==> src/ll1pp_pkg.sv <==
`default_nettype none

package ll1pp_pkg;

  localparam int SYM_W    = 7;
  localparam int MAX_SYMS = 8;
  localparam int PROD_W   = SYM_W * MAX_SYMS;
  localparam int LEN_W    = 4;
  localparam int TBL_AW   = 2 * SYM_W;

  localparam int STACK_DEPTH_D    = 64;
  localparam int MAX_PROD_LEN_D   = 8;
  localparam int MAX_EXPANSIONS_D = 16;

  localparam logic [SYM_W-1:0] END_MARK    = 7'd35;
  localparam logic [SYM_W-1:0] EPS_MARK    = 7'd36;
  localparam logic [SYM_W-1:0] NEWLINE     = 7'd10;
  localparam logic [SYM_W-1:0] START_RESET = 7'd83;

  typedef enum logic [1:0] {
    OP_WRITE   = 2'd0,
    OP_TOKEN   = 2'd1,
    OP_RESTART = 2'd2
  } op_t;

  typedef enum logic [1:0] {
    K_MATCH  = 2'd0,
    K_EXPAND = 2'd1,
    K_ACCEPT = 2'd2,
    K_ERROR  = 2'd3
  } kind_t;

  typedef struct packed {
    logic              valid;
    logic [LEN_W-1:0]  len;
    logic [PROD_W-1:0] prod;
  } tbl_entry_t;

  typedef struct packed {
    logic              we;
    logic [TBL_AW-1:0] waddr;
    tbl_entry_t        wdata;
    logic              re;
    logic [TBL_AW-1:0] raddr;
  } tbl_req_t;

  typedef struct packed {
    kind_t             kind;
    logic [SYM_W-1:0]  top;
    logic [PROD_W-1:0] prod;
    logic [LEN_W-1:0]  len;
    logic              last;
  } res_t;

  function automatic logic [PROD_W-1:0] prod_mask(input logic [LEN_W-1:0] len);
    logic [PROD_W-1:0] m;
    m = '0;
    for (int i = 0; i < MAX_SYMS; i++) begin
      if (LEN_W'(i) < len) begin
        m[i*SYM_W +: SYM_W] = '1;
      end
    end
    return m;
  endfunction

  function automatic logic [SYM_W-1:0] sym_at(input logic [PROD_W-1:0] prod,
                                              input logic [2:0] idx);
    return prod[idx*SYM_W +: SYM_W];
  endfunction

endpackage

`default_nettype wire

==> src/ll1pp_stack_ram.sv <==
`default_nettype none

module ll1pp_stack_ram #(
  parameter int DEPTH = ll1pp_pkg::STACK_DEPTH_D,
  parameter int AW    = $clog2(DEPTH)
) (
  input  logic                        clk,
  input  logic                        we,
  input  logic [AW-1:0]               waddr,
  input  logic [ll1pp_pkg::SYM_W-1:0] wdata,
  input  logic                        re,
  input  logic [AW-1:0]               raddr,
  output logic [ll1pp_pkg::SYM_W-1:0] rdata
);
  import ll1pp_pkg::*;

  logic [SYM_W-1:0] mem [DEPTH];
  logic [SYM_W-1:0] rdata_r;

  always_ff @(posedge clk) begin
    if (we) begin
      mem[waddr] <= wdata;
    end
    if (re) begin
      rdata_r <= mem[raddr];
    end
  end

  assign rdata = rdata_r;

endmodule

`default_nettype wire

==> config.mk <==
export PLATFORM = sky130hd
export DESIGN_NAME = ll1pp_stack_ram
export DESIGN_NICKNAME = d
export VERILOG_FILES = /design/src/ll1pp_pkg.sv /design/src/ll1pp_stack_ram.sv
export SDC_FILE = /design/constraint.sdc
export NUM_CORES = 1
export LEC_CHECK = 0
export BUFFER_PORTS_ARGS = -buffer_cell sky130_fd_sc_hd__buf_2
export CAP_MARGIN = 20
export CORE_MARGIN = 2
export CORE_UTILIZATION = 58
export DETAILED_ROUTE_END_ITERATION = 12
export PLACE_DENSITY_LB_ADDON = 0.25
export SLEW_MARGIN = 30
export SYNTH_ARGS = -nofsm -noshare
export SYNTH_HDL_FRONTEND = slang
export SYNTH_SLANG_ARGS = --single-unit
==> constraint.sdc <==
create_clock -name clk -period 2.66 [get_ports clk]
set_input_delay 0.532 -clock clk [delete_from_list [all_inputs] [get_ports clk]]
set_output_delay 0.532 -clock clk [all_outputs]
set_load 0.01 [all_outputs]
==> flow_summary.json, run 1 <==
{
  "min_to": "rdata[1]$_DFFE_PP_",
  "design_area_mm2": 0.02038,
  "synth_edf_count": 455,
  "postSynthAreaPerCell_um2": 21.41,
  "cts.sinks": 455,
  "insertion_delay_ps": 550,
  "multi_input_area_mm2": 0.003772,
  "startpoint_type": "input port",
  "swShare": 0.2032,
  "syn-cell-area_mm2": 0.01771,
  "post-route-min-period_ps": 2147,
  "synth.ff_latch_count": 455,
  "final_nets": 972,
  "power_per_cell_area_mw_per_mm2": 742.3,
  "syn2layout_area_growth_pct": 15.10,
  "rsz0062_at_grt": "false",
  "endpoint_kind": "register",
  "die_y_um": 178.7,
  "num-fill-cells": 1811,
  "ctsResizeCount": 0,
  "finalSetupViolCount": 0,
  "rr_worst_depth": 4,
  "cts_setup_buffers": 0,
  "globalRouteOverflowTotal": 0,
  "hp-start": "re",
  "first_pass_iters": 5,
  "hold_class": "input port to register",
  "wirelength_um": 39370,
  "drc": 0,
  "cts_tree": "yes",
  "antenna_found_initial": 0,
  "synth.distinct_cells": 37,
  "synth_warnings": 0,
  "postSynthCellCount": 827,
  "timing.rr.start": "mem[45][3]$_DFFE_PP_",
  "vias": 8859,
  "postLayoutSetupSlackWorst_ps": 512.6,
  "grt_pass1_vias": 9245,
  "grt_pass1_wl_um": 59080,
  "start_util": 0.5927,
  "drt_iter0_markers": 1043,
  "vdd_drop_max_mv": 0.5052,
  "cts_made_buffers": 45,
  "hold_viol_final": 0,
  "comb_power_share": 0.050,
  "min_period_over_period": 0.8073,
  "arrival_ps": 2450,
  "fmax_mhz": 465.7,
  "cts_buffer_depth": 3,
  "place_congestion": 0.8550,
  "leakage_uw": 0.006593,
  "maxSlewViolCount": 0,
  "fin_cells": 1377,
  "dpl.cell_count": 1293,
  "dp_slack_ps": -21.93,
  "rrSetupSlack_ps": 670,
  "seq_power_share": 0.527,
  "dieArea_mm2": 0.03194,
  "postCtsHoldBufs": 0,
  "seq_area_mm2": 0.01366,
  "grt_use_total": 0.2601,
  "cap_violations": 0,
  "h-tree-depth": 2,
  "status": "completed",
  "io_buffers": 28,
  "ant_nets": 0,
  "synth_flop_cell": "edfxtp_1",
  "cts-root-buf": "clkbuf_16",
  "async_reset_ff_frac": 0,
  "cp.required_ps": 2960,
  "dp_hpwl_um": 24760,
  "coreArea_mm2": 0.02987,
  "grt_max_degree": 65,
  "drive_gt1_frac": 0.3103,
  "cp_max_fo": 21,
  "final_core_util": 0.6822,
  "finClkSkew_ps": 15.16,
  "synth_nets": 849,
  "p_int_uw": 12050,
  "finalPower_uw": 15130,
  "clock_power_share": 0.423,
  "wl_per_cell_um": 28.59,
  "seq_area_frac_synth": 0.7717,
  "slew_headroom": 0.4704,
  "worstReg2RegEnd": "rdata[3]$_DFFE_PP_",
  "path_class": "input port to register",
  "place_area_mm2": 0.01888,
  "clk_pin_slew_ps": 60,
  "switchingPower_uw": 3075,
  "hold_depth": 1,
  "worst_pin_slew_ps": 791.5,
  "dieWidth_um": 178.7,
  "rows": 63,
  "post_drt_via_cell_ratio": 6.434,
  "io_pins": 29
}
critical path, stage by stage:
cell and delay (ps):
buf_6 230, buf_12 240, mux4_2 510, mux2i_1 470, a211oi_1 170, a22o_1 260
per-layer routing:
metal	GRT usage	vias to the layer above	part of all wire
li1	-	3727	-
met1	0.3660	4575	0.40
met2	0.4036	469	0.48
met3	0.06213	88	0.089
met4	0.09790	0	0.035
met5	0	-	0
layout make-up:
class / instances / share of cell area
diodes: 1 / 0.0001228
clock buffers: 53 / 0.05882
clock inverters: 30 / 0.01473
inverters: 2 / 0.0003684
multi-input cells: 325 / 0.1851
flip-flops and latches: 455 / 0.6704
well taps: 390 / 0.02394
repair buffers: 121 / 0.04648
cells in the final DEF, fill, tap and decap left out, types with 3 or more instances in the layout:
master / count
mux2i_1: 16
nor3_1: 8
o21ai_1: 5
clkbuf_16: 47
nor2_1: 76
nand3b_1: 4
mux4_2: 112
o21ai_0: 3
clkbuf_1: 6
nor2b_1: 5
o22ai_1: 12
clkinv_1: 8
bufinv_16: 6
nand3_1: 9
nand2b_1: 6
nor3b_1: 3
edfxtp_1: 455
o221ai_1: 9
buf_12: 8
a211oi_1: 4
a22oi_1: 8
o31ai_1: 8
buf_2: 26
nand2_1: 8
and3b_1: 3
a21oi_1: 7
a22o_1: 3
buf_4: 86
clkinv_2: 13
synthesized netlist by cell type, drive strengths merged (9+ instances only):
cell type    n  area (um^2)
nor2        76        285.3
edfxtp     455        13660
mux4       112         2522
o221ai       9        78.83
mux2i       16        160.2
o22ai       12        75.07
clkbuf      18        67.56
nand3        9        45.04
buf         27        195.2
worst max path at each step:
| stage | from | endpoint | slack, ps | cells after the start |
|---|---|---|---|---|
| 2_1_floorplan | raddr[0] | rdata[0]$_DFFE_PP_ | 490 | 6 |
| 3_3_place_gp | raddr[0] | rdata[0]$_DFFE_PP_ | -40 | 6 |
| 3_5_place_dp | raddr[1] | rdata[0]$_DFFE_PP_ | -20 | 6 |
| 4_1_cts | raddr[0] | rdata[0]$_DFFE_PP_ | 540 | 6 |
| 5_1_grt | raddr[0] | rdata[0]$_DFFE_PP_ | 360 | 6 |
| 6_report | raddr[0] | rdata[3]$_DFFE_PP_ | 510 | 6 |
through the flow:
step,hold WS [ps],TNS (ps)
2_1_floorplan,630.9,0
3_3_place_gp,892.0,-44.42
3_5_place_dp,893.6,-21.93
4_1_cts,324.0,0
5_1_grt,318.7,0
6_report,340.4,0
state kept, by name (all words and copies together) (netlist names):
| name | cells |
|---|---|
| mem | 448 |
| rdata | 7 |
power groups by stage:
stage,combinational [uW],clock (uW),sequential [uW]
2_1_floorplan,413,0,8120
6_report,763,6400,7970
3_5_place_dp,760,0,8120
4_1_cts,763,6470,7970
5_1_grt,811,6770,7970
3_3_place_gp,737,0,8120
cells by family after synthesis:
family,Yosys count,synth area share
AOI/OAI and AO/OA,65,0.02608
buffers and inverters,47,0.01526
DFF,455,0.7717
muxes,130,0.1528
and+or+nand+nor,130,0.03420
(Power assumes the default switching activity.)
==> run 2: changes to the inputs <==
- ABC_AREA: unset -> 1
- clock period: 2.66 -> 2.2 ns (I/O delays scaled with it)
==> run 2 against run 1 <==
Net effect: cell count up 53%; sequential cell count unchanged; wire length up 15%; power up 19%; design area up 3.9%; sequential power up 21%; critical path depth down 5; synthesized cell count up 92%; critical endpoint is now rdata[1]; largest cell class unchanged.
==> flow_summary.json, run 2 <==
{
  "status": "completed",
  "finalSetupViolCount": 0,
  "arrival_ps": 1210,
  "io_buffers": 28,
  "async_reset_ff_frac": 0,
  "design_area_mm2": 0.02118,
  "synthAdderAreaFrac": 0,
  "synth_edf_count": 455,
  "synth_nets": 1612,
  "power_per_cell_area_mw_per_mm2": 853.3,
  "cp.buffers_inverters": 1,
  "synth_commonest_cells": "nand2_1 (567), edfxtp_1 (455), nand3_1 (385)",
  "postSynthCellCount": 1590,
  "antenna_found_initial": 1,
  "cts-root-buf": "clkbuf_16",
  "layout_common_cells": "nand2_1 (567), edfxtp_1 (455), nand3_1 (385)",
  "final_common_cell": "nand2_1",
  "synth.distinct_cells": 14,
  "postSynthAreaPerCell_um2": 11.71,
  "globalRouteOverflowTotal": 0,
  "cts_buffer_depth": 3,
  "drc": 0,
  "crit_family": "flip-flops",
  "hold_class": "input port to register",
  "postLayoutSetupSlackWorst_ps": 552.5,
  "endpoint_kind": "output port",
  "cts_made_buffers": 46,
  "dpl.cell_count": 2032,
  "rows": 65,
  "syn2layout_area_growth_pct": 13.79,
  "cts.sinks": 455,
  "post-route-min-period_ps": 1648,
  "dieWidth_um": 183.2,
  "vdd_drop_max_mv": 0.6908,
  "grt_pass1_vias": 12250,
  "slowest_stage": "edfxtp_1",
  "postCtsHoldBufs": 0,
  "yosysMostFrequentCell": "nand2_1",
  "finalPower_uw": 18080,
  "path_class": "register to output port",
  "wl_per_cell_um": 21.48,
  "io_pins": 29,
  "critical_path_depth": 1,
  "seq_area_frac_synth": 0.7340,
  "drt_iter0_markers": 1588,
  "hp-start": "re",
  "cp.required_ps": 1760,
  "grt_pass1_wl_um": 69970,
  "insertion_delay_ps": 550,
  "first_pass_iters": 6,
  "finClkSkew_ps": 6.950,
  "min_to": "rdata[6]$_DFFE_PP_",
  "fin_cells": 2108,
  "final_nets": 1700,
  "syn-cell-area_mm2": 0.01862,
  "vias": 12511,
  "num-fill-cells": 2247,
  "rr_worst_depth": 8,
  "grt_use_total": 0.2773,
  "setup_tns_ps": 0,
  "min_period_over_period": 0.7489,
  "leakage_uw": 0.007803,
  "top_register": "mem",
  "ctsResizeCount": 0,
  "drive_gt1_frac": 0.1138,
  "die_y_um": 183.2,
  "synth_top_family_by_area": "simple AND/OR/NAND/NOR gates",
  "slowest_delay_ps": 470,
  "grt_max_degree": 65,
  "dieArea_mm2": 0.03354,
  "startpoint_type": "register",
  "dp_slack_ps": 168.2,
  "synth_warnings": 0,
  "synthDominantCellAreaShare": 0.7340,
  "timing.rr.start": "mem[20][1]$_DFFE_PP_",
  "wirelength_um": 45270,
  "synthMuxAreaShare": 0,
  "synth.largest_area_cell": "edfxtp_1",
  "crit_chain": "buf_2",
  "cts_tree": "yes",
  "synthXorXnorAreaFrac": 0,
  "synth_area_leaders": "edfxtp_1 (73%), nand2_1 (11%), nand3_1 (10%), buf_2 (1.3%), nor2_1 (1.1%)",
  "coreArea_mm2": 0.03156,
  "place_area_mm2": 0.01980,
  "worst_pin_slew_ps": 815.0,
  "dp_hpwl_um": 26320,
  "maxSlewViolCount": 0,
  "yosys.area_share.simple": 0.2348,
  "clk_pin_slew_ps": 60,
  "synth_compound_area_frac": 0,
  "largest_reg_flops": 448,
  "synth_flop_cell": "edfxtp_1",
  "ant_nets": 0,
  "rrSetupSlack_ps": 760,
  "worstReg2RegEnd": "rdata[1]$_DFFE_PP_",
  "rsz0062_at_grt": "false",
  "hold_viol_final": 0,
  "fmax_mhz": 607.0,
  "cap_violations": 0,
  "slew_headroom": 0.4567,
  "synth.ff_latch_count": 455,
  "hold_depth": 1,
  "cp_max_fo": 1,
  "cts_setup_buffers": 0,
  "place_congestion": 0.8457,
  "post_drt_via_cell_ratio": 5.935,
  "h-tree-depth": 2,
  "start_util": 0.5899
}
run 2: cells by family (layout without fill, tap and decap cells):
group                  count (synthesis)  in the layout
buffers and inverters                110            225
and+or+nand+nor                     1025           1025
other                                  0              1
DFF                                  455            455
run 2: how the worst max path moves through the flow:
stage	from	end
final	rdata[1]$_DFFE_PP_	rdata[1]
after global routing	raddr[0]	rdata[2]$_DFFE_PP_
after CTS	rdata[1]$_DFFE_PP_	rdata[1]
after detailed placement	raddr[0]	rdata[5]$_DFFE_PP_
after global placement	raddr[0]	rdata[5]$_DFFE_PP_
after floorplan	we	mem[48][0]$_DFFE_PP_
run 2: through the flow:
stage	hold slack [ps]	utilization
6_report	261.1	0.6713
5_1_grt	240.4	0.6712
4_1_cts	245.1	0.6712
3_5_place_dp	811.5	0.6275
3_3_place_gp	811.7	0.6275
2_1_floorplan	538.9	-
run 2: cell type report:
class / count / area [um^2] / area share
multi-input cells: 1025 / 4372 / 0.2064
inverters: 12 / 51.30 / 0.002422
repair buffers: 138 / 1212 / 0.05724
diodes: 1 / 2.502 / 0.0001181
well taps: 402 / 503.0 / 0.02374
clock buffers: 60 / 1267 / 0.05983
clock inverters: 15 / 111.4 / 0.005257
flip-flops and latches: 455 / 13660 / 0.6450
run 2: layer usage:
layer | track usage | vias up | wire, um
met2 | 0.4389 | 646 | 21390
li1 | - | 5772 | -
met1 | 0.4043 | 6009 | 18290
met3 | 0.04309 | 82 | 4516
met4 | 0.08288 | 2 | 1067
met5 | 0 | - | 13
run 2: where the power goes:
group	internal, uW	total, uW	switching, uW
clock	4240	7270	3030
sequential	9610	9640	27.4
combinational	329	1170	838
==> run 3: changes to the inputs <==
- clock period: 2.2 -> 1.6 ns (I/O delays scaled with it)
==> run 3 against run 2 <==
Net effect: clock-buffer cell count unchanged; hold slack worse by 130 ps; first-iteration DRC count up 10%; register-to-register slack worse by 650 ps; via count up 2.0%; critical path depth up 7; power up 39%; design area up 2.5%; non-clock buffer count up 28; highest routed layer is now met4.
==> flow_summary.json, run 3 (synthesis results as in run 2) <==
{
  "status": "completed",
  "fin_cells": 2147,
  "h-tree-depth": 2,
  "grt_pass1_vias": 12488,
  "cts.sinks": 455,
  "final_nets": 1728,
  "slowest_delay_ps": 360,
  "drive_gt1_frac": 0.1462,
  "postCtsHoldBufs": 0,
  "power_per_cell_area_mw_per_mm2": 1155,
  "top_register": "mem",
  "cp.required_ps": 1900,
  "layout_common_cells": "nand2_1 (567), edfxtp_1 (455), nand3_1 (383)",
  "drc": 0,
  "rsz0062_at_grt": "false",
  "path_class": "register to register",
  "dp_hpwl_um": 28140,
  "finalPower_uw": 25060,
  "place_congestion": 0.9432,
  "min_period_over_period": 0.9292,
  "drt_iter0_markers": 1747,
  "rows": 65,
  "dpl.cell_count": 2060,
  "finalSetupViolCount": 0,
  "crit_family": "simple AND/OR/NAND/NOR gates",
  "dp_slack_ps": -377.8,
  "cp.buffers_inverters": 0,
  "slew_headroom": 0.5069,
  "critical_path_depth": 8,
  "largest_reg_flops": 448,
  "rr_worst_depth": 8,
  "io_buffers": 28,
  "vias": 12759,
  "cp_max_fo": 1,
  "fmax_mhz": 672.6,
  "worstReg2RegEnd": "rdata[2]$_DFFE_PP_",
  "cp-endpoint": "rdata[2]$_DFFE_PP_",
  "insertion_delay_ps": 550,
  "start_util": 0.5899,
  "coreArea_mm2": 0.03156,
  "wl_per_cell_um": 21.77,
  "design_area_mm2": 0.02171,
  "startpoint_type": "register",
  "die_y_um": 183.2,
  "dieArea_mm2": 0.03354,
  "leakage_uw": 0.008001,
  "num-fill-cells": 2196,
  "cts-root-buf": "clkbuf_16",
  "post_drt_via_cell_ratio": 5.943,
  "endpoint_kind": "register",
  "maxSlewViolCount": 0,
  "clk_pin_slew_ps": 60,
  "first_pass_iters": 5,
  "io_pins": 29,
  "ant_nets": 0,
  "post-route-min-period_ps": 1487,
  "grt_pass1_wl_um": 72450,
  "syn2layout_area_growth_pct": 16.62,
  "wirelength_um": 46740,
  "hold_viol_final": 0,
  "final_common_cell": "nand2_1",
  "globalRouteOverflowTotal": 0,
  "crit_chain": "nand2_1 > nand3_1 > nand3_1 > nand2_1 > nand2_1 > nand3_1 > nand3_1 > nand2_1",
  "slowest_stage": "edfxtp_1",
  "grt_max_degree": 88,
  "place_area_mm2": 0.02029,
  "cts_tree": "yes",
  "cts_made_buffers": 46,
  "cts_buffer_depth": 3,
  "timing.rr.start": "mem[23][2]$_DFFE_PP_",
  "dieWidth_um": 183.2,
  "grt_use_total": 0.2879,
  "antenna_found_initial": 1,
  "hold_class": "input port to register",
  "vdd_drop_max_mv": 0.7536,
  "arrival_ps": 1790,
  "postLayoutSetupSlackWorst_ps": 113.3,
  "startpoint": "mem[23][2]$_DFFE_PP_",
  "finClkSkew_ps": 12.89,
  "worst_pin_slew_ps": 737.0,
  "rrSetupSlack_ps": 110,
  "cap_violations": 0
}
run 3: layer usage:
| metal | vias up | track usage | routed length, um |
|---|---|---|---|
| met1 | 6098 | 0.4103 | 18360 |
| met4 | 0 | 0.09376 | 1446 |
| met5 | - | 0 | 0 |
| li1 | 5842 | - | - |
| met3 | 118 | 0.04865 | 4653 |
| met2 | 701 | 0.4594 | 22280 |
run 3: final cells by class:
type / instances / area (um^2) / area share
Antenna cell: 1 / 2.502 / 0.0001153
Clock buffer: 60 / 1204 / 0.05545
Clock inverter: 26 / 201.4 / 0.009280
Inverter: 12 / 65.06 / 0.002997
Multi-Input combinational cell: 1025 / 4497 / 0.2071
Sequential cell: 455 / 13660 / 0.6294
Tap cell: 402 / 503.0 / 0.02317
Timing Repair Buffer: 166 / 1573 / 0.07245
run 3: how the worst min path moves through the flow:
stage	from	endpoint	slack [ps]	depth (start not counted)
finish	re	rdata[2]$_DFFE_PP_	130	1
global route	re	rdata[2]$_DFFE_PP_	120	1
CTS	re	rdata[1]$_DFFE_PP_	120	1
detailed placement	re	rdata[2]$_DFFE_PP_	680	1
global placement	re	rdata[6]$_DFFE_PP_	680	1
floorplan	wdata[0]	mem[0][0]$_DFFE_PP_	420	0
run 3: report_power, final:
group          switching [uW]  leakage [uW]  total (uW)  internal [uW]
Combinational            1220       0.00322        1770            550
Sequential               26.6       0.00410       13200          13200
Clock                    4390      0.000684       10100           5660
run 3: through the flow:
| stage | setup TNS [ps] | utilization | hold WS [ps] |
|---|---|---|---|
| floorplan | -20170 | - | 418.9 |
| global placement | -4776 | 0.6430 | 683.2 |
| detailed placement | -5514 | 0.6430 | 684.9 |
| CTS | 0 | 0.6876 | 117.6 |
| global route | 0 | 0.6879 | 120.9 |
| finish | 0 | 0.6879 | 132.5 |
run 3: timing repair:
action	4_1_cts	5_1_grt
buffers inserted	0	0
gates resized for setup	0	2
setup endpoints to repair	0	2
